File: src/design/tsc_pkg.sv
// Shared types, constants and modular helpers for the three-rotor cipher.
package tsc_pkg;

  localparam int SymW        = 6;
  localparam int RotorCount  = 3;
  localparam int QueueDepth  = 4;
  localparam int QueuePtrW   = 2;
  localparam int QueueCntW   = 3;

  localparam logic [3:0] PosStepThree = 4'd4;
  localparam logic [3:0] PosStepTwo   = 4'd8;
  localparam logic [3:0] PosStepOne   = 4'd12;
  localparam logic [3:0] PosMax       = 4'd15;

  typedef enum logic [1:0] {
    OpLoad    = 2'd0,
    OpEncrypt = 2'd1,
    OpDecrypt = 2'd2,
    OpUnused  = 2'd3
  } op_e;

  typedef enum logic [1:0] {
    CfgRotorOne   = 2'd0,
    CfgRotorTwo   = 2'd1,
    CfgRotorThree = 2'd2,
    CfgNone       = 2'd3
  } cfg_reg_e;

  typedef struct packed {
    logic [1:0]      opcode;
    logic [SymW-1:0] symbol;
    logic [1:0]      table_select;
    logic [SymW-1:0] table_index;
    logic            end_of_message;
  } cipher_in_t;

  typedef struct packed {
    logic [SymW-1:0] out_symbol;
    logic            out_last;
  } cipher_out_t;

  typedef struct packed {
    op_e                             op;
    logic [SymW-1:0]                 sym;
    logic [1:0]                      sel;
    logic [SymW-1:0]                 idx;
    logic [RotorCount-1:0][SymW-1:0] off;
    logic                            last;
  } work_t;

  function automatic logic [SymW-1:0] sub_mod(input logic [SymW-1:0] a,
                                              input logic [SymW-1:0] b,
                                              input logic [SymW:0]   n);
    logic [SymW:0] d;
    if (a >= b) begin
      d = {1'b0, a} - {1'b0, b};
    end else begin
      d = {1'b0, a} + n - {1'b0, b};
    end
    return d[SymW-1:0];
  endfunction

  function automatic logic [SymW-1:0] add_mod(input logic [SymW-1:0] a,
                                              input logic [SymW-1:0] b,
                                              input logic [SymW:0]   n);
    logic [SymW:0] s;
    s = {1'b0, a} + {1'b0, b};
    if (s >= n) begin
      s = s - n;
    end
    return s[SymW-1:0];
  endfunction

  function automatic logic [SymW-1:0] inc_mod(input logic [SymW-1:0] a,
                                              input logic [SymW:0]   n);
    logic [SymW:0] s;
    s = {1'b0, a} + 7'd1;
    if (s >= n) begin
      s = '0;
    end
    return s[SymW-1:0];
  endfunction

endpackage

File: src/design/tsc_ram.sv
// Generic single-write, single-read RAM with registered read data.
module tsc_ram #(
  parameter int WIDTH = 6,
  parameter int DEPTH = 37
) (
  input  logic                     clk_i,
  input  logic                     we_i,
  input  logic [$clog2(DEPTH)-1:0] waddr_i,
  input  logic [WIDTH-1:0]         wdata_i,
  input  logic                     re_i,
  input  logic [$clog2(DEPTH)-1:0] raddr_i,
  output logic [WIDTH-1:0]         rdata_o
);

  logic [WIDTH-1:0] mem_q [DEPTH];
  logic [WIDTH-1:0] rdata_q;

  always_ff @(posedge clk_i) begin
    if (we_i) begin
      mem_q[waddr_i] <= wdata_i;
    end
    if (re_i) begin
      rdata_q <= mem_q[raddr_i];
    end
  end

  assign rdata_o = rdata_q;

endmodule

File: src/design/tsc_front.sv
// Front end: accepts words, holds key and rotor state, classifies and steps rotors.
module tsc_front #(
  parameter int SYMBOL_COUNT = 37
) (
  input  logic                     clk_i,
  input  logic                     rst_ni,
  input  logic                     in_valid_i,
  input  tsc_pkg::cipher_in_t      in_word_i,
  output logic                     in_stall_o,
  input  logic                     cfg_valid_i,
  input  logic [1:0]               cfg_index_i,
  input  logic [tsc_pkg::SymW-1:0] cfg_data_i,
  input  logic                     q_full_i,
  output logic                     push_valid_o,
  output tsc_pkg::work_t           push_work_o
);

  localparam logic [tsc_pkg::SymW:0] N = (tsc_pkg::SymW+1)'(SYMBOL_COUNT);

  logic [tsc_pkg::SymW-1:0] mod_lut [64];
  logic [tsc_pkg::SymW-1:0] key_q [tsc_pkg::RotorCount];
  logic [tsc_pkg::RotorCount-1:0][tsc_pkg::SymW-1:0] off_q, off_step;
  logic [3:0]               pos_q;
  logic                     accept, is_xform, load_ok;
  tsc_pkg::op_e             op;

  for (genvar g = 0; g < 64; g++) begin : g_lut
    assign mod_lut[g] = tsc_pkg::SymW'(g % SYMBOL_COUNT);
  end

  assign in_stall_o = q_full_i;
  assign accept     = in_valid_i && !q_full_i;
  assign op         = tsc_pkg::op_e'(in_word_i.opcode);
  assign is_xform   = (op == tsc_pkg::OpEncrypt) || (op == tsc_pkg::OpDecrypt);
  assign load_ok    = (op == tsc_pkg::OpLoad)
                   && ({30'd0, in_word_i.table_select} < tsc_pkg::RotorCount)
                   && ({1'b0, in_word_i.table_index} < N)
                   && ({1'b0, in_word_i.symbol} < N);

  always_comb begin
    off_step    = off_q;
    if (pos_q > tsc_pkg::PosStepThree) off_step[2] = tsc_pkg::inc_mod(off_q[2], N);
    if (pos_q > tsc_pkg::PosStepTwo)   off_step[1] = tsc_pkg::inc_mod(off_q[1], N);
    if (pos_q > tsc_pkg::PosStepOne)   off_step[0] = tsc_pkg::inc_mod(off_q[0], N);
  end

  always_comb begin
    push_work_o.op   = op;
    push_work_o.sym  = is_xform ? mod_lut[in_word_i.symbol] : in_word_i.symbol;
    push_work_o.sel  = in_word_i.table_select;
    push_work_o.idx  = in_word_i.table_index;
    push_work_o.off  = off_step;
    push_work_o.last = in_word_i.end_of_message;
  end

  assign push_valid_o = accept && (is_xform || load_ok);

  always_ff @(posedge clk_i or negedge rst_ni) begin
    if (!rst_ni) begin
      for (int r = 0; r < tsc_pkg::RotorCount; r++) begin
        key_q[r] <= '0;
      end
      off_q <= '0;
      pos_q <= '0;
    end else begin
      priority if (cfg_valid_i) begin
        unique case (tsc_pkg::cfg_reg_e'(cfg_index_i))
          tsc_pkg::CfgRotorOne: begin
            key_q[0] <= mod_lut[cfg_data_i];
            off_q[0] <= mod_lut[cfg_data_i];
          end
          tsc_pkg::CfgRotorTwo: begin
            key_q[1] <= mod_lut[cfg_data_i];
            off_q[1] <= mod_lut[cfg_data_i];
          end
          tsc_pkg::CfgRotorThree: begin
            key_q[2] <= mod_lut[cfg_data_i];
            off_q[2] <= mod_lut[cfg_data_i];
          end
          default: ;
        endcase
      end else if (accept && is_xform) begin
        if (in_word_i.end_of_message) begin
          for (int r = 0; r < tsc_pkg::RotorCount; r++) begin
            off_q[r] <= key_q[r];
          end
          pos_q <= '0;
        end else begin
          off_q <= off_step;
          if (pos_q != tsc_pkg::PosMax) pos_q <= pos_q + 4'd1;
        end
      end
    end
  end

endmodule

File: src/design/tsc_queue.sv
// Short FIFO of decoded work words between front and back.
module tsc_queue (
  input  logic           clk_i,
  input  logic           rst_ni,
  input  logic           push_i,
  input  tsc_pkg::work_t push_work_i,
  output logic           full_o,
  input  logic           pop_i,
  output logic           head_valid_o,
  output tsc_pkg::work_t head_o
);

  tsc_pkg::work_t                  buf_q [tsc_pkg::QueueDepth];
  logic [tsc_pkg::QueuePtrW-1:0]   wr_q, rd_q;
  logic [tsc_pkg::QueueCntW-1:0]   cnt_q;
  logic                            do_push, do_pop;

  assign full_o       = (cnt_q == tsc_pkg::QueueCntW'(tsc_pkg::QueueDepth));
  assign head_valid_o = (cnt_q != '0);
  assign head_o       = buf_q[rd_q];
  assign do_push      = push_i && !full_o;
  assign do_pop       = pop_i && head_valid_o;

  always_ff @(posedge clk_i) begin
    if (do_push) begin
      buf_q[wr_q] <= push_work_i;
    end
  end

  always_ff @(posedge clk_i or negedge rst_ni) begin
    if (!rst_ni) begin
      wr_q  <= '0;
      rd_q  <= '0;
      cnt_q <= '0;
    end else begin
      if (do_push) wr_q <= wr_q + tsc_pkg::QueuePtrW'(1);
      if (do_pop)  rd_q <= rd_q + tsc_pkg::QueuePtrW'(1);
      unique case ({do_push, do_pop})
        2'b10:   cnt_q <= cnt_q + tsc_pkg::QueueCntW'(1);
        2'b01:   cnt_q <= cnt_q - tsc_pkg::QueueCntW'(1);
        default: ;
      endcase
    end
  end

endmodule

File: src/design/tsc_back.sv
// Back end: three table-lookup stages over the rotor RAMs and the result register.
module tsc_back #(
  parameter int SYMBOL_COUNT = 37
) (
  input  logic                 clk_i,
  input  logic                 rst_ni,
  input  logic                 head_valid_i,
  input  tsc_pkg::work_t       head_i,
  output logic                 pop_o,
  output logic                 out_valid_o,
  output tsc_pkg::cipher_out_t out_word_o,
  input  logic                 out_stall_i
);

  localparam int              AW = $clog2(SYMBOL_COUNT);
  localparam int              NS = tsc_pkg::RotorCount;
  localparam logic [tsc_pkg::SymW:0] N = (tsc_pkg::SymW+1)'(SYMBOL_COUNT);

  tsc_pkg::work_t           item [NS+1];
  logic [NS:0]              vld;
  logic [tsc_pkg::SymW-1:0] val  [NS+1];
  logic [tsc_pkg::SymW-1:0] addr [NS];
  logic [tsc_pkg::SymW-1:0] fwd_rd [NS];
  logic [tsc_pkg::SymW-1:0] inv_rd [NS];
  tsc_pkg::work_t           stg_q [NS];
  logic [NS-1:0]            stg_valid_q;
  logic                     out_valid_q;
  tsc_pkg::cipher_out_t     out_q;
  logic                     adv;

  assign adv     = !out_valid_q || !out_stall_i;
  assign pop_o   = adv && head_valid_i;
  assign item[0] = head_i;
  assign vld[0]  = head_valid_i;
  assign val[0]  = head_i.sym;

  for (genvar s = 1; s <= NS; s++) begin : g_link
    assign item[s] = stg_q[s-1];
    assign vld[s]  = stg_valid_q[s-1];
    assign val[s]  = (item[s].op == tsc_pkg::OpEncrypt) ? fwd_rd[s-1]
                   : tsc_pkg::add_mod(inv_rd[s-1], item[s].off[NS-s], N);
  end

  // Stage s reads forward table s and inverse table NS-1-s; loads write there too.
  for (genvar s = 0; s < NS; s++) begin : g_stage
    logic is_load;

    assign is_load = vld[s] && (item[s].op == tsc_pkg::OpLoad);
    assign addr[s] = (item[s].op == tsc_pkg::OpEncrypt)
                   ? tsc_pkg::sub_mod(val[s], item[s].off[s], N) : val[s];

    tsc_ram #(.WIDTH(tsc_pkg::SymW), .DEPTH(SYMBOL_COUNT)) u_fwd (
      .clk_i   (clk_i),
      .we_i    (adv && is_load && (item[s].sel == 2'(s))),
      .waddr_i (item[s].idx[AW-1:0]),
      .wdata_i (item[s].sym),
      .re_i    (adv),
      .raddr_i (addr[s][AW-1:0]),
      .rdata_o (fwd_rd[s])
    );

    tsc_ram #(.WIDTH(tsc_pkg::SymW), .DEPTH(SYMBOL_COUNT)) u_inv (
      .clk_i   (clk_i),
      .we_i    (adv && is_load && (item[s].sel == 2'(NS-1-s))),
      .waddr_i (item[s].sym[AW-1:0]),
      .wdata_i (item[s].idx),
      .re_i    (adv),
      .raddr_i (addr[s][AW-1:0]),
      .rdata_o (inv_rd[s])
    );

    always_ff @(posedge clk_i) begin
      if (adv) begin
        stg_q[s] <= item[s];
      end
    end

    always_ff @(posedge clk_i or negedge rst_ni) begin
      if (!rst_ni) begin
        stg_valid_q[s] <= 1'b0;
      end else if (adv) begin
        stg_valid_q[s] <= vld[s];
      end
    end
  end

  always_ff @(posedge clk_i or negedge rst_ni) begin
    if (!rst_ni) begin
      out_valid_q <= 1'b0;
    end else if (adv) begin
      out_valid_q <= vld[NS] && (item[NS].op != tsc_pkg::OpLoad);
    end
  end

  always_ff @(posedge clk_i) begin
    if (adv) begin
      out_q.out_symbol <= val[NS];
      out_q.out_last   <= item[NS].last;
    end
  end

  assign out_valid_o = out_valid_q;
  assign out_word_o  = out_q;

endmodule

File: src/design/three_rotor_substitution_cipher_core.sv
// Top level of the three-rotor substitution cipher.
//
//  channel  | handshake                | payload
//  ---------+--------------------------+---------------------------------
//  in       | in_valid_i / in_stall_o  | in_word_i   (cipher_in_t)
//  out      | out_valid_o / out_stall_i| out_word_o  (cipher_out_t)
//  cfg      | cfg_valid_i / cfg_ready_o| cfg_index_i, cfg_data_i
//
// One word per cycle without output stalls; a symbol enters the queue at its accepting
// edge and reaches out_valid_o through three registered rotor-RAM reads, result register.
// Reset clears rotor state, key, queue and pipeline; tables hold garbage until loaded.
// An output stall freezes the back pipeline; the 4-word queue then fills and
// raises in_stall_o. cfg_ready_o is always high.
module three_rotor_substitution_cipher_core #(
  parameter int SYMBOL_COUNT = 37
) (
  input  logic                     clk_i,
  input  logic                     rst_ni,
  input  logic                     in_valid_i,
  input  tsc_pkg::cipher_in_t      in_word_i,
  output logic                     in_stall_o,
  output logic                     out_valid_o,
  output tsc_pkg::cipher_out_t     out_word_o,
  input  logic                     out_stall_i,
  input  logic                     cfg_valid_i,
  output logic                     cfg_ready_o,
  input  logic [1:0]               cfg_index_i,
  input  logic [tsc_pkg::SymW-1:0] cfg_data_i
);

  logic           push_valid, q_full, pop, head_valid;
  tsc_pkg::work_t push_work, head;

  assign cfg_ready_o = 1'b1;

  tsc_front #(.SYMBOL_COUNT(SYMBOL_COUNT)) u_front (
    .clk_i        (clk_i),
    .rst_ni       (rst_ni),
    .in_valid_i   (in_valid_i),
    .in_word_i    (in_word_i),
    .in_stall_o   (in_stall_o),
    .cfg_valid_i  (cfg_valid_i),
    .cfg_index_i  (cfg_index_i),
    .cfg_data_i   (cfg_data_i),
    .q_full_i     (q_full),
    .push_valid_o (push_valid),
    .push_work_o  (push_work)
  );

  tsc_queue u_queue (
    .clk_i        (clk_i),
    .rst_ni       (rst_ni),
    .push_i       (push_valid),
    .push_work_i  (push_work),
    .full_o       (q_full),
    .pop_i        (pop),
    .head_valid_o (head_valid),
    .head_o       (head)
  );

  tsc_back #(.SYMBOL_COUNT(SYMBOL_COUNT)) u_back (
    .clk_i        (clk_i),
    .rst_ni       (rst_ni),
    .head_valid_i (head_valid),
    .head_i       (head),
    .pop_o        (pop),
    .out_valid_o  (out_valid_o),
    .out_word_o   (out_word_o),
    .out_stall_i  (out_stall_i)
  );

endmodule

File: config.mk
export PLATFORM = sky130hd
export DESIGN_NAME = three_rotor_substitution_cipher_core
export DESIGN_NICKNAME = d
export VERILOG_FILES = /design/src/design/tsc_pkg.sv /design/src/design/tsc_ram.sv /design/src/design/tsc_front.sv /design/src/design/tsc_queue.sv /design/src/design/tsc_back.sv /design/src/design/three_rotor_substitution_cipher_core.sv
export SDC_FILE = /design/constraint.sdc
export NUM_CORES = 2
export LEC_CHECK = 0
export ABC_CLOCK_PERIOD_IN_PS = 15400
export BUFFER_PORTS_ARGS = -buffer_cell sky130_fd_sc_hd__clkbuf_2
export CORE_MARGIN = 2
export CORE_UTILIZATION = 40
export CTS_CLUSTER_DIAMETER = 200
export DETAILED_ROUTE_END_ITERATION = 7
export RECOVER_POWER = 50
export SLEW_MARGIN = 20
export SYNTH_ARGS = -nofsm -noshare
export SYNTH_HDL_FRONTEND = slang
export SYNTH_SLANG_ARGS = --single-unit
File: constraint.sdc
create_clock -name clk_i -period 15.4 [get_ports clk_i]
set_input_delay 0.77 -clock clk_i [delete_from_list [all_inputs] [get_ports clk_i]]
set_output_delay 0.77 -clock clk_i [all_outputs]
set_load 0.05 [all_outputs]
==> results.yml <==
routing:
  drt_wl_total_mm: 164
  first_pass_iters: 6
  drcViolationCount: 0
  route.vias.total: 40200
  vias_per_cell: 5.45
  drtIter0Drc: 3989
  routedWlPerCell_um: 22.2
  antenna_left: 0
synthesis:
  synth_cell_types: 84
  synth_warnings: 0
  synth_seq_cells: 1645
  avgSynthCellArea_um2: 14.1
  synth.most_common_cell: "edfxtp_1"
  yosys.area.top_type: "edfxtp_1"
  netlist_area_mm2: 0.0691
  synth_edf_count: 1594
  synth_ff_type: "edfxtp_1"
  synth.area.top_cells: "edfxtp_1 69%, nand2_1 4.2%, mux2i_1 2.7%, mux4_2 2.2%, nor2_1 1.9%"
  synthCells: 4906
  async_reset_ff_share_pct: 3.10
  synth_fp_nets: 5039
  yosys-top-cells-count: "1,594 x edfxtp_1, 779 x nand2_1, 357 x nor2_1"
  synth_top_area_share_pct: 69.2
  yosysSeqAreaShare_pct: 71.1
floorplan:
  initial_core_util_pct: 40.3
  core-area_mm2: 0.172
  die_area_mm2: 0.176
  die_y_um: 420
  rows: 152
  die_x_um: 420
  io_pins: 40
clock_tree:
  cts_setup_buffers: 0
  cts_tree: "built"
  cts-buffers-inserted: 165
  cts.repair.resized: 0
  clock_sinks: 1645
  cts_hold_buf: 0
  ctsRootBufferMaster: "clkbuf_16"
  clk_pin_slew_ns: 0.06
  cts_max_level: 4
  cts_buffer_depth: 3
  clock_latency_ns: 0.81
global_route:
  grt_pass1_wl_mm: 248
  overflow: 0
  grt_max_degree: 79
  track_usage_pct: 18.5
  antenna_found_initial: 4
  grt_pass1_vias: 39400
final_layout:
  fill_cells: 15100
  register_area_mm2: 0.0491
  multi_input_area_mm2: 0.0186
  area_delta_synth_final_pct: 11.1
  nNetsFinal: 5070
  drive_above_1_share_pct: 8.93
timing:
  min_period_over_period_pct: 53.3
  final.min_clock_period_ns: 8.21
  rsz0062_at_grt: "no"
  finalSetupTns_ns: 0
  fmax_mhz: 122
  setup_viol: 0
  slew_headroom_pct: -112
  tightest_slew_ns: 3.19
  drv_slew: 1480
  finalHoldViolCount: 0
  finClkSkew_ns: 0.0342
worst_setup_path:
  crit_required_ns: 15.87
  worst_setup_path_end_kind: "flip-flop"
  start_kind: "flip-flop"
  cp_common_cell: "nand2_1"
  cp_max_fo: 40
  arrival_ns: 8.69
  worstSetupPathType: "flip-flop to flip-flop"
  crit_chain: "clkbuf_1 > mux4_2 > ha_1 > inv_1 > fa_1 > a21o_1 > a211oi_1 > o21ai_1 > xnor2_1 > o21a_4 > buf_4 > nand2_1 > o22ai_1 > a311oi_1 > o211ai_1 > nand2_1"
  worst_path_max_delay_cell: "clkbuf_1"
  critPathMaxStageDelay_ns: 1.64
place:
  hpwl_mm: 101
  io_buffers: 38
  globalplace.congestion: 0.824
status:
  outcome: "finished, violations left"
  violations: "capacitance limit, slew limit"
flow_run:
  drv_cap: 34
hold_path:
  hp-class: "input port to flip-flop"
worst max-delay path, delay by kind of cell (launching register included):
kind / cells / cell delay, ns
simple gates: 2 / 0.77
fa+ha+maj: 2 / 0.58
mux: 1 / 0.56
buf+inv: 3 / 2.28
xor+xnor: 1 / 0.42
compound gates: 7 / 2.28
flops: 1 / 0.94
stage by stage:
step / area [um^2] / instances / setup slack [ns] / utilization, % / hold slack [ns]
after floorplan: 69100 / 4906 / 9.76 / - / 0.400
after global placement: 71900 / 7080 / 7.85 / 41.8 / 0.402
after detailed placement: 71900 / 7080 / 7.80 / 41.8 / 0.407
after CTS: 77000 / 7380 / 7.75 / 44.8 / 0.0817
after global routing: 76800 / 7381 / 6.42 / 44.7 / 0.223
final: 76800 / 7381 / 7.19 / 44.7 / 0.257
registers in the layout (all words and copies together) (netlist names), 4 cells and up:
signal and flops:
u_back.g_stage.u_inv.rdata_o 18, u_front.key_q 18, u_back.out_word_o 7, u_front.pos_q 4, u_back.g_stage.u_inv.mem_q 666, u_queue.buf_q 140, u_back.stg_q 79, u_front.off_q 18
u_back.g_stage.u_fwd.rdata_o 18, u_back.g_stage.u_fwd.mem_q 666
cells by family after synthesis:
logic type               Yosys count  share of synthesized area, %
buffers and inverters            367                          2.18
other                              1                       0.00542
adder cells (fa/ha/maj)          104                          2.05
XOR/XNOR                          48                         0.630
multiplexers                     303                          5.95
flip-flops                      1645                          71.1
AND/OR/NAND/NOR                 1683                          10.8
AO/OA/AOI/OAI                    755                          7.30
cell usage in the layout, fill, tap and decap left out, types with 39 or more instances in the layout:
cell,count
o21ai_0,116
buf_4,39
inv_1,119
a31oi_1,45
ha_1,87
nand3_1,213
a211oi_1,105
mux4_2,67
clkbuf_1,97
clkbuf_16,173
a221oi_1,50
nor3_1,43
nand2_1,779
mux2i_1,184
nor2b_1,53
and3_1,66
dfrtp_1,50
a21oi_1,204
mux2_2,40
nor2_1,356
edfxtp_1,1594
metal layers:
metal	GRT usage (%)	vias up	share of wire, %	routed length (um)
met1	25.6	20300	44	72100
met4	4.52	0	1.9	3100
li1	-	18600	-	-
met2	30.7	1189	49	79800
met3	2.74	208	5.5	9090
met5	0	-	0	0
area by class of cell:
cell class              count  share of cell area, %
flip-flops and latches   1645                   64.0
multi-input cells        2894                   24.2
well taps                2310                   3.76
repair buffers            112                  0.766
diodes                      1                0.00326
clock buffers             218                   5.91
clock inverters            82                  0.746
inverters                 119                  0.582
worst paths after layout:
check | cells after the start | end | start | slack, ns
setup / recovery | 16 | u_back.g_stage[0].u_inv.rdata_o[4] | u_queue.rd_q[0] | 7.19
hold / removal | 2 | u_back.stg_valid_q[0] | out_stall_i | 0.26
setup reg to reg | 16 | u_back.g_stage[0].u_inv.rdata_o[4] | u_queue.rd_q[0] | 7.19
hold reg to reg | 0 | u_back.stg_q[0][38] | u_back.stg_q[0][3] | 0.41
max in group asynchronous | 2 | u_queue.rd_q[1] | rst_ni | 12.55
min in group asynchronous | 2 | u_queue.wr_q[1] | rst_ni | 1.01
Power is not shown: default switching activity piles up to over one toggle a cycle in this logic, so the estimate is an artifact.
